<file path="src/rtl/tto_pkg.sv">
`default_nettype none

package tto_pkg;

    // One byte of a packet's option area, as it sits in the input register.
    typedef struct packed {
        logic [7:0] opt_byte;
        logic       first_byte;
        logic [5:0] area_len;
    } tto_item_t;

    // One parse result per packet.
    typedef struct packed {
        logic        found;
        logic [31:0] ts_value;
        logic [31:0] ts_echo;
    } tto_result_t;

endpackage

`default_nettype wire

</file>
<file path="src/rtl/tto_if.sv">
`default_nettype none

// Input channel: one option-area byte per transfer.
interface tto_in_if;
    logic       valid;
    logic       ready;
    logic [7:0] opt_byte;
    logic       first_byte;
    logic [5:0] area_len;

    modport source (output valid, output opt_byte, output first_byte, output area_len,
                    input ready);
    modport sink   (input valid, input opt_byte, input first_byte, input area_len,
                    output ready);
endinterface

// Output channel: one parse result per packet.
interface tto_out_if;
    logic        valid;
    logic        ready;
    logic        found;
    logic [31:0] ts_value;
    logic [31:0] ts_echo;

    modport source (output valid, output found, output ts_value, output ts_echo,
                    input ready);
    modport sink   (input valid, input found, input ts_value, input ts_echo,
                    output ready);
endinterface

`default_nettype wire

</file>
<file path="src/rtl/tto_in_stage.sv">
`default_nettype none

module tto_in_stage
    import tto_pkg::*;
(
    input  wire logic      clk,
    input  wire logic      rst_n,
    input  wire logic      in_valid,
    output logic           in_ready,
    input  wire tto_item_t in_item,
    input  wire logic      take,
    output logic           item_valid,
    output tto_item_t      item
);

    logic      valid_reg;
    logic      valid_next;
    tto_item_t item_reg;

    // The register may refill in the same cycle that the parser consumes it.
    assign in_ready   = !valid_reg || take;
    assign valid_next = (in_valid && in_ready) || (valid_reg && !take);

    always_ff @(posedge clk or negedge rst_n)
    begin
        if (!rst_n)
        begin
            valid_reg <= 1'b0;
        end
        else
        begin
            valid_reg <= valid_next;
        end
    end

    always_ff @(posedge clk)
    begin
        if (in_valid && in_ready)
        begin
            item_reg <= in_item;
        end
    end

    assign item_valid = valid_reg;
    assign item       = item_reg;

endmodule

`default_nettype wire

</file>
<file path="src/rtl/tto_parser.sv">
`default_nettype none

module tto_parser
    import tto_pkg::*;
#(
    parameter int unsigned MAX_AREA = 40
)
(
    input  wire logic      clk,
    input  wire logic      rst_n,
    input  wire logic      item_valid,
    input  wire tto_item_t item,
    output logic           take,
    output logic           res_valid,
    input  wire logic      res_ready,
    output tto_result_t    res
);

    localparam logic [7:0] KIND_EOL   = 8'd0;
    localparam logic [7:0] KIND_NOP   = 8'd1;
    localparam logic [7:0] KIND_TS    = 8'd8;
    localparam logic [7:0] TS_LEN     = 8'd10;
    localparam logic [7:0] MIN_LEN    = 8'd2;
    localparam logic [5:0] AREA_LIMIT = 6'(MAX_AREA);

    typedef enum logic [2:0] {
        PH_IDLE,
        PH_KIND,
        PH_LEN_OTH,
        PH_LEN_TS,
        PH_SKIP,
        PH_GATHER,
        PH_DONE
    } phase_t;

    phase_t      phase_reg,  phase_next;
    logic [5:0]  rem_reg,    rem_next;
    logic [5:0]  skip_reg,   skip_next;
    logic [55:0] gath_reg,   gath_next;
    logic [2:0]  gc_reg,     gc_next;
    logic        res_valid_reg, res_valid_next;
    tto_result_t res_reg,    res_next;

    logic        emit;
    logic [5:0]  rem_cur;
    logic [5:0]  rem_dec;
    logic [5:0]  rem_after;
    logic [5:0]  skip_len;
    logic [5:0]  skip_dec;
    logic [7:0]  b;

    // The parser steps whenever it holds a byte and the result register has room for a result.
    assign take = item_valid && (!res_valid_reg || res_ready);
    assign b    = item.opt_byte;

    assign rem_cur   = item.first_byte
                       ? ((item.area_len > AREA_LIMIT) ? AREA_LIMIT : item.area_len)
                       : rem_reg;
    assign rem_dec   = rem_cur - 6'd1;
    assign rem_after = rem_reg - b[5:0];
    assign skip_len  = b[5:0] - MIN_LEN[5:0];
    assign skip_dec  = skip_reg - 6'd1;

    always_comb
    begin
        phase_next = phase_reg;
        rem_next   = rem_reg;
        skip_next  = skip_reg;
        gath_next  = gath_reg;
        gc_next    = gc_reg;
        emit       = 1'b0;
        res_next   = '0;

        if (take)
        begin
            if (item.first_byte)
            begin
                rem_next  = rem_cur;
                skip_next = '0;
                gath_next = '0;
                gc_next   = '0;
            end

            if (item.first_byte && (rem_cur == 6'd0))
            begin
                emit       = 1'b1;
                phase_next = PH_DONE;
            end
            else if (item.first_byte || (phase_reg == PH_KIND))
            begin
                priority if (b == KIND_EOL)
                begin
                    emit       = 1'b1;
                    phase_next = PH_DONE;
                end
                else if (b == KIND_NOP)
                begin
                    rem_next = rem_dec;
                    if (rem_dec == 6'd0)
                    begin
                        emit       = 1'b1;
                        phase_next = PH_DONE;
                    end
                    else
                    begin
                        phase_next = PH_KIND;
                    end
                end
                else if (rem_cur < 6'd2)
                begin
                    emit       = 1'b1;
                    phase_next = PH_DONE;
                end
                else
                begin
                    phase_next = (b == KIND_TS) ? PH_LEN_TS : PH_LEN_OTH;
                end
            end
            else
            begin
                unique case (phase_reg)
                    PH_LEN_OTH, PH_LEN_TS:
                    begin
                        priority if ((b < MIN_LEN) || (b > {2'b00, rem_reg}))
                        begin
                            emit       = 1'b1;
                            phase_next = PH_DONE;
                        end
                        else if ((phase_reg == PH_LEN_TS) && (b == TS_LEN))
                        begin
                            gath_next  = '0;
                            gc_next    = '0;
                            phase_next = PH_GATHER;
                        end
                        else
                        begin
                            rem_next  = rem_after;
                            skip_next = skip_len;
                            priority if (skip_len != 6'd0)
                            begin
                                phase_next = PH_SKIP;
                            end
                            else if (rem_after == 6'd0)
                            begin
                                emit       = 1'b1;
                                phase_next = PH_DONE;
                            end
                            else
                            begin
                                phase_next = PH_KIND;
                            end
                        end
                    end
                    PH_SKIP:
                    begin
                        skip_next = skip_dec;
                        if (skip_dec == 6'd0)
                        begin
                            if (rem_reg == 6'd0)
                            begin
                                emit       = 1'b1;
                                phase_next = PH_DONE;
                            end
                            else
                            begin
                                phase_next = PH_KIND;
                            end
                        end
                    end
                    PH_GATHER:
                    begin
                        gath_next = {gath_reg[47:0], b};
                        if (gc_reg == 3'd7)
                        begin
                            emit              = 1'b1;
                            res_next.found    = 1'b1;
                            res_next.ts_value = gath_reg[55:24];
                            res_next.ts_echo  = {gath_reg[23:0], b};
                            gc_next           = '0;
                            phase_next        = PH_DONE;
                        end
                        else
                        begin
                            gc_next = gc_reg + 3'd1;
                        end
                    end
                    default:
                    begin
                        // Idle or already decided: the byte is dropped.
                    end
                endcase
            end
        end

        if (emit)
        begin
            res_valid_next = 1'b1;
        end
        else if (res_ready)
        begin
            res_valid_next = 1'b0;
        end
        else
        begin
            res_valid_next = res_valid_reg;
        end
    end

    always_ff @(posedge clk or negedge rst_n)
    begin
        if (!rst_n)
        begin
            phase_reg     <= PH_IDLE;
            rem_reg       <= '0;
            skip_reg      <= '0;
            gath_reg      <= '0;
            gc_reg        <= '0;
            res_valid_reg <= 1'b0;
            res_reg       <= '0;
        end
        else
        begin
            phase_reg     <= phase_next;
            rem_reg       <= rem_next;
            skip_reg      <= skip_next;
            gath_reg      <= gath_next;
            gc_reg        <= gc_next;
            res_valid_reg <= res_valid_next;
            if (emit)
            begin
                res_reg <= res_next;
            end
        end
    end

    assign res_valid = res_valid_reg;
    assign res       = res_reg;

endmodule

`default_nettype wire

</file>
<file path="src/rtl/tcp_timestamp_option_parser_top.sv">
`default_nettype none

// TCP timestamp option parser.
// in_ch carries the TCP option area one byte per transfer. The first byte of a
// packet has first_byte set and area_len giving the option area size; an empty
// area is sent as a single dummy transfer with first_byte set and area_len zero.
// out_ch carries at most one result per packet: found with the timestamp value
// and echo reply words, or not found with both words zero. The result is made
// at the byte that decides it, and the rest of that packet's bytes are dropped.
// A new first byte abandons an unfinished packet without a result.
// A deciding byte passes the input register and then the result register before
// its result is offered on out_ch.
// Throughput: one byte per cycle while out_ch takes results, set by the single
// parser state update between the input register and the result register.
// When out_ch stalls, the held result blocks the parser; an empty input register
// still takes one more byte, then in_ch.ready drops until the result leaves.
// While the input register is full, in_ch.ready is high when the result register is empty or out_ch.ready is high.
// Reset is asynchronous and active low: both registers empty, parser idle and
// waiting for a first byte.
module tcp_timestamp_option_parser_top
    import tto_pkg::*;
#(
    parameter int unsigned MAX_AREA = 40
)
(
    input  wire logic clk,
    input  wire logic rst_n,
    tto_in_if.sink    in_ch,
    tto_out_if.source out_ch
);

    tto_item_t   in_item;
    tto_item_t   item;
    tto_result_t res;
    logic        in_ready;
    logic        item_valid;
    logic        take;
    logic        res_valid;

    assign in_item.opt_byte   = in_ch.opt_byte;
    assign in_item.first_byte = in_ch.first_byte;
    assign in_item.area_len   = in_ch.area_len;
    assign in_ch.ready        = in_ready;

    // Input register: holds one byte while the parser waits for room.
    tto_in_stage u_in_stage (
        .clk        (clk),
        .rst_n      (rst_n),
        .in_valid   (in_ch.valid),
        .in_ready   (in_ready),
        .in_item    (in_item),
        .take       (take),
        .item_valid (item_valid),
        .item       (item)
    );

    // Option walker with its result register.
    tto_parser #(
        .MAX_AREA (MAX_AREA)
    ) u_parser (
        .clk        (clk),
        .rst_n      (rst_n),
        .item_valid (item_valid),
        .item       (item),
        .take       (take),
        .res_valid  (res_valid),
        .res_ready  (out_ch.ready),
        .res        (res)
    );

    assign out_ch.valid    = res_valid;
    assign out_ch.found    = res.found;
    assign out_ch.ts_value = res.ts_value;
    assign out_ch.ts_echo  = res.ts_echo;

`ifndef ASSERT_OFF
    // A not-found result always carries zero words.
    a_not_found_zero: assert property (@(posedge clk) disable iff (!rst_n)
        (res_valid && !res.found) |-> ((res.ts_value == 32'd0) && (res.ts_echo == 32'd0)))
        else $error("not-found result with nonzero timestamp words");

    // A full input register that is not consumed must refuse a new transfer.
    a_in_hold: assert property (@(posedge clk) disable iff (!rst_n)
        (item_valid && !take) |-> !in_ready)
        else $error("input register overwritten while held");

    // A new result only appears after the parser consumed a byte.
    a_result_from_take: assert property (@(posedge clk) disable iff (!rst_n)
        $rose(res_valid) |-> $past(take))
        else $error("result appeared without a consumed byte");
`endif

endmodule

`default_nettype wire

</file>
<file path="src/flat_wrapper.sv">
// flat-port wrapper written by rule: the top's interface ports become plain ports
module tcp_timestamp_option_parser_top_flat import tto_pkg::*;
#(
    parameter int unsigned MAX_AREA = 40
)
  (clk, rst_n, in_ch_valid, in_ch_opt_byte, in_ch_first_byte, in_ch_area_len, in_ch_ready, out_ch_valid, out_ch_found, out_ch_ts_value, out_ch_ts_echo, out_ch_ready);
  tto_in_if in_ch_i ();
  tto_out_if out_ch_i ();
  input  wire logic clk;
  input  wire logic rst_n;
  input wire logic [$bits(in_ch_i.valid)-1:0] in_ch_valid;
  input wire logic [$bits(in_ch_i.opt_byte)-1:0] in_ch_opt_byte;
  input wire logic [$bits(in_ch_i.first_byte)-1:0] in_ch_first_byte;
  input wire logic [$bits(in_ch_i.area_len)-1:0] in_ch_area_len;
  output wire logic [$bits(in_ch_i.ready)-1:0] in_ch_ready;
  output wire logic [$bits(out_ch_i.valid)-1:0] out_ch_valid;
  output wire logic [$bits(out_ch_i.found)-1:0] out_ch_found;
  output wire logic [$bits(out_ch_i.ts_value)-1:0] out_ch_ts_value;
  output wire logic [$bits(out_ch_i.ts_echo)-1:0] out_ch_ts_echo;
  input wire logic [$bits(out_ch_i.ready)-1:0] out_ch_ready;
  assign in_ch_i.valid = in_ch_valid;
  assign in_ch_i.opt_byte = in_ch_opt_byte;
  assign in_ch_i.first_byte = in_ch_first_byte;
  assign in_ch_i.area_len = in_ch_area_len;
  assign in_ch_ready = in_ch_i.ready;
  assign out_ch_valid = out_ch_i.valid;
  assign out_ch_found = out_ch_i.found;
  assign out_ch_ts_value = out_ch_i.ts_value;
  assign out_ch_ts_echo = out_ch_i.ts_echo;
  assign out_ch_i.ready = out_ch_ready;
  tcp_timestamp_option_parser_top #(.MAX_AREA(MAX_AREA)) u_core (.clk(clk), .rst_n(rst_n), .in_ch(in_ch_i), .out_ch(out_ch_i));
endmodule
</file>
<file path="config.mk">
export PLATFORM = sky130hd
export DESIGN_NAME = tcp_timestamp_option_parser_top_flat
export DESIGN_NICKNAME = d
export VERILOG_FILES = /design/src/rtl/tto_pkg.sv /design/src/rtl/tto_if.sv /design/src/rtl/tto_in_stage.sv /design/src/rtl/tto_parser.sv /design/src/rtl/tcp_timestamp_option_parser_top.sv /design/src/flat_wrapper.sv
export SDC_FILE = /design/constraint.sdc
export NUM_CORES = 1
export LEC_CHECK = 0
export BUFFER_PORTS_ARGS = -buffer_cell sky130_fd_sc_hd__buf_2
export CORE_AREA = 2 2 138 107
export CTS_CLUSTER_DIAMETER = 100
export DETAILED_ROUTE_END_ITERATION = 16
export DIE_AREA = 0 0 140 109
export GPL_TIMING_DRIVEN = 0
export HOLD_SLACK_MARGIN = 0.02
export PLACE_DENSITY_LB_ADDON = 0.1
export SLEW_MARGIN = 20
export SYNTH_ARGS = -nofsm -noshare
export SYNTH_HDL_FRONTEND = slang
export SYNTH_SLANG_ARGS = --single-unit
</file>
<file path="constraint.sdc">
create_clock -name clk -period 2.77 [get_ports clk]
set_input_delay 0 -clock clk [delete_from_list [all_inputs] [get_ports clk]]
set_output_delay 0 -clock clk [all_outputs]
set_load 0.05 [all_outputs]
</file>
# Yosys cells after proc, flatten, opt, wreduce, memory -nomap -nowiden
# Index checks and enable logic that the tools add are counted.
[word_totals]
reg_bits = 156
in_bits = 19
out_inout_bits = 67
[op_classes]
add_sub_neg = 5
order_cmp = 4
n_eq_ne = 11
muxes = 66
n_reduce_logical = 24
[op_table]
columns = ["operator", "n"]
rows = [
  ["$mux 65", 5],
  ["$mux 56", 5],
  ["$pmux 56 s2", 1],
  ["$mux 6", 15],
  ["$mux 3", 19],
  ["$logic_not 6->1", 5],
  ["$mux 1", 17],
  ["$eq 8x4->1 const B", 2],
  ["$pmux 6 s2", 1],
  ["$sub 6x1->6 const B", 2],
  ["$eq 3x3->1 const B", 3],
  ["$pmux 3 s3", 1],
  ["$eq 8x1->1 const B", 1],
  ["$gt 8x6->1", 1],
  ["$logic_not 8->1", 1],
  ["$lt 8x2->1 const B", 1],
  ["$ne 4x4->1 const B", 2],
  ["$eq 3x2->1 const B", 2],
  ["$gt 6x6->1 const B", 1],
  ["$lt 6x2->1 const B", 1],
  ["$pmux 3 s2", 1],
  ["$reduce_bool 6->1", 1],
  ["$sub 6x2->6 const B", 1],
  ["$sub 6x6->6", 1],
  ["10 further kinds", 20],
]

# Longest topological paths before layout
# Gate-level depths: netlist (run 1).
[depth]
word_depth = 12
ltp_mapped = 14
depth_no_buf = 11

# By module
# From an unflattened synthesis (run 1), not the netlist that was laid out.
[hier_totals]
cells_unflattened = 657
area_unflattened_um2 = 7400.8
[modules_own_cells]
columns = ["mod", "n_inst", "cells_each", "area_per_inst_um2", "seq_area_each_um2"]
rows = [
  ["tto_parser", 1, 638, 6896.6, 3503.4],
  ["tto_in_stage", 1, 19, 504.2, 475.5],
]

# Worst setup path after synthesis (run 1)
# OpenSTA, ideal clock, no wires.
[synth_timing]
kind = "register -> register"
startpoint = "register u_core.u_in_stage.item_reg, in the netlist u_core.u_in_stage.item[6]"
endpoint = "register u_core.u_parser.res_reg, in the netlist u_core.u_parser.res[15]"
setup_time_ps = 121
t_arrival_ps = 2697
t_required_ps = 2649
path_slack_ps = -48
path_stages_with_launch = 13
path_buffers = 3
cell_sequence = "edfxtp_1 -> buf_6 -> mux2i_1 -> nand2b_1 -> ha_1 -> a21o_1 -> a2111o_1 -> o32ai_2 -> a211o_1 -> o21ai_1 -> buf_2 -> buf_2 -> a22o_1"
[synth_between]
elab_chain_cells = 9
word_cells_on_any_way = 17
classes_between = "1 x add/sub; 1 x order compare; 11 x mux; 4 x reduce/logical"
[synth_lines]
columns = ["element", "line", "source"]
rows = [
  ["start, declared", "tto_in_stage.sv:18", "tto_item_t item_reg;"],
  ["start signal, assigned", "tto_in_stage.sv:40", "item_reg <= in_item;"],
  ["$mux 6", "tto_parser.sv:57", "? ((item.area_len > AREA_LIMIT) ? AREA_LIMIT : item.area_len)"],
  ["$sub 6x1->6", "tto_parser.sv:59", "assign rem_dec = rem_cur - 6'd1;"],
  ["$logic_not 6->1", "tto_parser.sv:99", "if (rem_dec == 6'd0)"],
  ["$mux 1", "tto_parser.sv:99", ""],
  ["$mux 1", "tto_parser.sv:96", "else if (b == KIND_NOP)"],
  ["$mux 1", "tto_parser.sv:91", "priority if (b == KIND_EOL)"],
  ["$mux 1", "tto_parser.sv:89", "else if (item.first_byte || (phase_reg == PH_KIND))"],
  ["$mux 1", "tto_parser.sv:84", "if (item.first_byte && (rem_cur == 6'd0))"],
  ["$mux 1", "tto_parser.sv:74", "if (take)"],
  ["end signal, assigned", "tto_parser.sv:231", "res_reg <= res_next;"],
  ["end, declared", "tto_parser.sv:42", "tto_result_t res_reg, res_next;"],
]
# Parallel ways exist; a longest one is shown, timed or not.
# A chain may end at the register's enable or synchronous reset.

# Final worst setup path (run 1)
[layout_timing]
startpoint = "register u_core.u_in_stage.item_reg, in the netlist u_core.u_in_stage.item[6]"
endpoint = "register u_core.u_parser.res_reg, in the netlist u_core.u_parser.res[53]"
# The elaborated chain is that of the path after synthesis.

==> results_dict.tcl, run 1 <==
set metrics [dict create \
    grt_first_pass_wirelength_mm 30.3 \
    fmax_mhz 330 \
    post_dp_cell_area_mm2 0.00782 \
    pwr-share-seq 0.364 \
    yosys_warnings 0 \
    crit_buf_inv 4 \
    rr_worst_depth 13 \
    slowest_delay_ns 0.41 \
    dieArea_mm2 0.0153 \
    dr.pass1.iters 11 \
    initial_utilization 0.507 \
    yosysSeqAreaShare 0.560 \
    clock_skew_ns 0.0128 \
    synth_edf_count 15 \
    routedWlPerCell_um 21.1 \
    power_density_mw_per_mm2 756 \
    diodes 0 \
    vias 5754 \
    period_share 1.09 \
    crit_path_max_fanout 5 \
    cp_common_cell "clkbuf_16" \
    synth_compound_area_frac 0.249 \
    grt_setup_unrepaired "yes" \
    synth_top_family_by_area "compound AO/OA/AOI/OAI gates" \
    dpl.cell_count 849 \
    die_y_um 109 \
    switching_share 0.332 \
    die_x_um 140 \
    tightestPinTransition_ns 0.875 \
    postSynthCellCount 583 \
    grt_use_total 0.260 \
    fin_setup_tns_ns -19.46 \
    clk_path_buf_depth 2 \
    p_leak_nw 4.60 \
    area_delta_synth_final_pct 34.7 \
    cts-buffers-inserted 17 \
    ir_drop_mv 0.448 \
    holdWs_ns 0.0377 \
    cts_sinks 156 \
    avgSynthCellArea_um2 12.2 \
    r2r_end "u_core.u_parser.res[53]$_DFFE_PN0P_" \
    ys_top_cells_by_count "141 x dfrtp_1, 123 x a22o_1, 23 x nor2_1" \
    grt_pass1_vias 5426 \
    postLayoutSetupSlackWorst_ns -0.262 \
    rows 38 \
    relSlewSlack 0.416 \
    p_int_mw 4.83 \
    report.final.slew_viol_count 0 \
    n_fill_cell 1020 \
    coreArea_mm2 0.0140 \
    cts.clk_slew.worst_paths_ns 0.06 \
    outcome "complete, but fails checks" \
    largest_register_ffs 65 \
    ys_top_cells_by_area "dfrtp_1 50%, a22o_1 15%, edfxtp_1 6.3%" \
    cp-end-kind "register" \
    yosys.area.top_type "dfrtp_1" \
    path_cells "buf_6 -> mux2i_2 -> nand2b_4 -> ha_4 -> inv_2 -> or2_0 -> a2111o_1 -> o32ai_4 -> a211o_4 -> o211a_4 -> clkbuf_16 -> clkbuf_16 -> a22o_1" \
    port_buffers 85 \
    power_frac_comb 0.311 \
    drive_above_1_share 0.316 \
    r2r_start "u_core.u_in_stage.item[6]$_DFFE_PP_" \
    synthAdderAreaFrac 0.0380 \
    finalNonFillerCells 951 \
    cts-htree-levels 4 \
    drt_wl_total_mm 20.0 \
    synth_fp_nets 623 \
    layout_min_cycle_time_ns 3.03 \
    crit_family "compound AO/OA/AOI/OAI gates" \
    cp.required_ns 3.12 \
    setup_viol 125 \
    async_flop_share 0.904 \
    stdcell_area_mm2 0.00957 \
    yosysTopAreaCellShare 0.497 \
    worstSetupPathType "register to register" \
    avgViaCountPerCell 6.05 \
    drc_errors 5 \
    nets 798 \
    p_sw_mw 2.41 \
    pin_count 86 \
    ant_nets 0 \
    clk_latency_ns 0.43 \
    synth_ff_type "dfrtp_1" \
    synthMuxAreaShare 0.0134 \
    cts_tree "built" \
    yosys.area_share.simple 0.0863 \
    final-hold-violation-count 0 \
    antenna_found_initial 0 \
    maxCapViolations 0 \
    ys_seq_elements 156 \
    critPathArrivalTime_ns 3.39 \
    clockRootBuffer "clkbuf_16" \
    drtIter0Drc 523 \
    dp_hpwl_mm 12.9 \
    clockPowerShare 0.325 \
    gr-total-overflow 0 \
    crit_slowest_cell "edfxtp_1" \
    grt_max_degree 105 \
    synth.distinct_cells 73 \
    final_util 0.682 \
    synth_most_common_cell "dfrtp_1" \
    worstHoldPathType "primary input to async pin" \
    gp_congestion 0.906 \
    r2r_slack_ns -0.26 \
    synthXorXnorAreaFrac 0.0123 \
    violations "DRC, setup timing" \
    synth_area_mm2 0.00710 \
    cp-start-kind "register" \
]
-- metrics by stage --
stage,total power [mW],setup slack (ns)
6_report,7.24,-0.262
5_1_grt,7.58,-0.332
4_1_cts,6.96,-0.253
3_5_place_dp,4.34,-0.677
3_3_place_gp,4.31,-0.686
2_1_floorplan,3.86,-0.0285
-- power groups by stage --
stage	Sequential [mW]	Combinational, mW	Clock (mW)
2_1_floorplan	2.63	1.23	0
3_3_place_gp	2.69	1.63	0
3_5_place_dp	2.69	1.66	0
4_1_cts	2.62	1.96	2.37
5_1_grt	2.65	2.45	2.48
6_report	2.63	2.25	2.36
-- how the worst max path moves through the flow --
stage / startpoint / end / slack, ns / depth (start not counted)
floorplan: u_core.u_in_stage.item[11]$_DFFE_PP_ / u_core.u_parser.res[10]$_DFFE_PN0P_ / -0.03 / 11
global placement: u_core.u_in_stage.item[8]$_DFFE_PP_ / u_core.u_parser.res[17]$_DFFE_PN0P_ / -0.69 / 11
global route: u_core.u_in_stage.item[6]$_DFFE_PP_ / u_core.u_parser.res[53]$_DFFE_PN0P_ / -0.33 / 13
detailed placement: u_core.u_in_stage.item[8]$_DFFE_PP_ / u_core.u_parser.res[35]$_DFFE_PN0P_ / -0.68 / 11
CTS: u_core.u_in_stage.item[6]$_DFFE_PP_ / u_core.u_parser.res[16]$_DFFE_PN0P_ / -0.25 / 12
finish: u_core.u_in_stage.item[6]$_DFFE_PP_ / u_core.u_parser.res[53]$_DFFE_PN0P_ / -0.26 / 13
-- metal layers --
| metal | track usage | part of all wire | vias up |
|---|---|---|---|
| li1 | - | - | 2612 |
| met2 | 0.358 | 0.42 | 229 |
| met5 | 0 | 0 | - |
| met1 | 0.407 | 0.50 | 2898 |
| met4 | 0.0657 | 0.0097 | 0 |
| met3 | 0.0668 | 0.069 | 15 |
-- cells in the final DEF, fill, tap and decap left out, types with 4 or more instances in the layout --
| master | instances |
|---|---|
| nor2b_1 | 4 |
| clkbuf_2 | 4 |
| dlygate4sd3_1 | 19 |
| nand2_1 | 21 |
| a221o_1 | 4 |
| edfxtp_1 | 15 |
| buf_16 | 4 |
| nand2b_1 | 5 |
| mux2_2 | 4 |
| a31oi_1 | 6 |
| buf_6 | 11 |
| clkbuf_16 | 26 |
| a21o_1 | 4 |
| dfrtp_1 | 140 |
| a22o_1 | 123 |
| o211ai_1 | 4 |
| o21ai_0 | 13 |
| buf_4 | 36 |
| o221ai_1 | 6 |
| xnor2_1 | 6 |
| buf_2 | 86 |
| buf_8 | 11 |
| inv_6 | 4 |
| nor2_1 | 22 |
| nor3_1 | 10 |
| ha_4 | 4 |
| nand4_1 | 6 |
| clkbuf_1 | 12 |
| a21oi_1 | 11 |
| and2_1 | 4 |
| inv_1 | 17 |
| nor4_1 | 4 |
| ha_1 | 15 |
| nand3_1 | 9 |
-- cells by family after synthesis --
family / Yosys count
DFF: 156
AOI/OAI and AO/OA: 214
buffers and inverters: 58
adders and majority gates: 21
xor gates and xnor gates: 10
and+or+nand+nor: 115
muxes: 9
-- layout make-up --
cell class,instances,area [µm²],area share
Clock inverter,12,133,0.0139
Sequential cell,156,3980,0.416
Multi-Input combinational cell,369,3080,0.321
Tap cell,180,225,0.0235
Timing Repair Buffer,157,1300,0.135
Buffer,37,328,0.0343
Clock buffer,20,457,0.0477
Inverter,20,75.1,0.00785
-- what timing repair did --
| item | 4_1_cts | 5_1_grt |
|---|---|---|
| cloned | 3 | 9 |
| gates resized for setup | 39 | 57 |
| endpoints found under the setup margin | 137 | 134 |
| endpoints found under the hold margin | 158 | 0 |
| pin swaps | 11 | 87 |
| hold buffers | 19 | 0 |
| buffers inserted | 28 | 12 |
No activity file was read; power rests on OpenSTA's default activity.
==> run 2, diff against run 1 <==
Settings changed: CORE_AREA 2 2 138 107 to 2 2 140 108, DIE_AREA 0 0 140 109 to 0 0 142 110, SYNTH_HIERARCHICAL set to 1.
==> results_dict.tcl, run 2 <==
set metrics [dict create \
    highest_layer "met5" \
    synth_edf_count 15 \
    cts-htree-levels 4 \
    grt_use_total 0.303 \
    relSlewSlack 0.475 \
    postLayoutSetupSlackWorst_ns -0.153 \
    final-hold-violation-count 0 \
    cp-end-kind "register" \
    area_delta_synth_final_pct 33.8 \
    yosys_warnings 6 \
    cts-buffers-inserted 17 \
    maxCapViolations 0 \
    finalNonFillerCells 1030 \
    ir_drop_mv 0.512 \
    post_dp_cell_area_mm2 0.00810 \
    cts.clk_slew.worst_paths_ns 0.06 \
    yosysSeqAreaShare 0.538 \
    grt_first_pass_wirelength_mm 35.6 \
    vias 6659 \
    critPathArrivalTime_ns 3.29 \
    dp_hpwl_mm 15.3 \
    grt_pass1_vias 6390 \
    drive_above_1_share 0.316 \
    postSynthCellCount 657 \
    cp.required_ns 3.13 \
    wl_met2_mm 9.87 \
    cp-start-kind "register" \
    drtIter0Drc 735 \
    worstHoldPathType "primary input to async pin" \
    clockRootBuffer "clkbuf_16" \
    nets 877 \
    drt-met1-wl_mm 10.7 \
    ys_seq_elements 156 \
    ant_nets 0 \
    dpl.cell_count 923 \
    pin_count 86 \
    outcome "complete, but fails checks" \
    routedWlPerCell_um 22.9 \
    worstSetupPathType "register to register" \
    grt_max_degree 95 \
    avgSynthCellArea_um2 11.3 \
    clk_path_buf_depth 2 \
    clk_latency_ns 0.42 \
    power_density_mw_per_mm2 817 \
    avgViaCountPerCell 6.47 \
    die_y_um 110 \
    ys_top_cells_by_area "dfrtp_1 48%, a22o_1 12%, edfxtp_1 6.1%" \
    async_flop_share 0.904 \
    tightestPinTransition_ns 0.787 \
    setup_viol 65 \
    port_buffers 85 \
    layout_min_cycle_time_ns 2.92 \
    ys_top_cells_by_count "141 x dfrtp_1, 98 x a22o_1, 47 x nand2_1" \
    synth_most_common_cell "dfrtp_1" \
    synth_ff_type "dfrtp_1" \
    clock_skew_ns 0.00556 \
    final_cell_mix "139 x dfrtp_1, 98 x a22o_1, 85 x buf_2, 51 x buf_4, 44 x nand2_1" \
    synth.distinct_cells 71 \
    diodes 0 \
    gp_congestion 0.962 \
    period_share 1.06 \
    dieArea_mm2 0.0156 \
    rows 38 \
    crit_path_max_fanout 10 \
    p_leak_nw 4.57 \
    drt_wl_total_mm 23.6 \
    yosysTopAreaCellShare 0.477 \
    dr.pass1.iters 6 \
    final_common_cell "dfrtp_1" \
    die_x_um 142 \
    synth_fp_nets 697 \
    largest_register_ffs 65 \
    gr-total-overflow 0 \
    yosys.area.top_type "dfrtp_1" \
    grt_setup_unrepaired "yes" \
    stdcell_area_mm2 0.00990 \
    met3_length_mm 2.48 \
    antenna_found_initial 0 \
    coreArea_mm2 0.0142 \
    initial_utilization 0.521 \
    cts_sinks 156 \
    cts_tree "built" \
    synth_area_mm2 0.00740 \
    fmax_mhz 342 \
    drc_errors 0 \
    report.final.slew_viol_count 0 \
    violations "setup timing" \
]
-- run 2: cell count changes after synthesis, moves of 5 or more --
cell | before | now
o21ai_0 | 14 | 25
nand2_1 | 22 | 47
a21oi_1 | 13 | 41
a22oi_1 | 0 | 5
buf_4 | 1 | 6
mux2i_1 | 5 | 10
clkbuf_1 | 18 | 24
a211oi_1 | 1 | 23
buf_2 | 12 | 1
a22o_1 | 123 | 98
-- run 2: what timing repair did --
| action | in CTS | in global routing |
|---|---|---|
| gates resized for setup | 82 | 56 |
| hold buffers | 18 | 0 |
| gates cloned | 2 | 2 |
| pin swaps | 16 | 22 |
| setup buffers | 32 | 25 |
| hold endpoints to repair | 158 | 0 |
| setup endpoints to repair | 134 | 127 |
-- run 2: logic make-up after synthesis --
kind of cell | after synthesis | synth area share
flops | 156 | 0.538
simple gates | 155 | 0.111
fa+ha+maj | 21 | 0.0365
xor+xnor | 11 | 0.0130
mux | 13 | 0.0181
compound gates | 239 | 0.243
buf+inv | 62 | 0.0407
-- run 2: routing by layer --
layer  global-route usage  vias to the layer above
met5               0.0197                        -
met4                0.106                        2
met3                0.108                       69
met2                0.428                      406
met1                0.432                     3307
li1                     -                     2875
-- run 2: final timing paths --
path | startpoint | to | slack [ns] | cells past startpoint
worst min-delay path | rst_n | u_core/u_parser/skip_reg[5]$_DFFE_PN0P_ | 0.07 | 2
max in group asynchronous | rst_n | u_core/u_parser/gath_reg[39]$_DFFE_PN0P_ | 1.93 | 3
worst min register to register | u_core/u_parser/res[64]$_DFFE_PN0P_ | u_core/u_parser/res[64]$_DFFE_PN0P_ | 0.49 | 1
min in group clk | in_ch_opt_byte[1] | u_core/u_in_stage/item[8]$_DFFE_PP_ | 0.28 | 2
worst max register to register | u_core/u_in_stage/item[7]$_DFFE_PP_ | u_core/u_parser/res[59]$_DFFE_PN0P_ | -0.15 | 11
worst max-delay path | u_core/u_in_stage/item[7]$_DFFE_PP_ | u_core/u_parser/res[59]$_DFFE_PN0P_ | -0.15 | 11
-- run 2: critical path, cell delays in order (launching register included) --
cell and delay (ns):
edfxtp_1 0.46, buf_4 0.17, buf_4 0.15, buf_6 0.14, nand4b_1 0.22, nor4_4 0.37
nor3_2 0.07, and4_4 0.22, o41ai_4 0.49, buf_6 0.25, buf_8 0.16, a22o_1 0.15
-- run 2: cell type report --
class                           count  area (µm²)
Buffer                             37         339
Multi-Input combinational cell    439        3530
Fill cell                        1028        4310
Inverter                           24        96.3
Clock inverter                     14         161
Timing Repair Buffer              162        1130
Clock buffer                       18         439
Tap cell                          180         225
Sequential cell                   156        3980
-- run 2: report_power, final --
part	switching (mW)	total (mW)	internal, mW	leakage, nW
clock	0.993	2.36	1.37	0.283
combinational	1.75	3.03	1.27	2.20
sequential	0.237	2.70	2.47	2.09
-- run 2: through the flow --
stage / worst slack (ns) / hold WS (ns) / total power, mW / setup TNS, ns / util
3_5_place_dp: -0.818 / -0.0727 / 4.69 / -80.64 / 0.570
3_3_place_gp: -0.807 / 0.176 / 4.65 / -99.61 / 0.567
5_1_grt: -0.216 / 0.102 / 8.41 / -12.72 / 0.697
2_1_floorplan: 0.0109 / -0.296 / 4.07 / 0 / -
6_report: -0.153 / 0.0712 / 8.09 / -8.40 / 0.697
4_1_cts: -0.111 / 0.0784 / 7.65 / -5.56 / 0.669
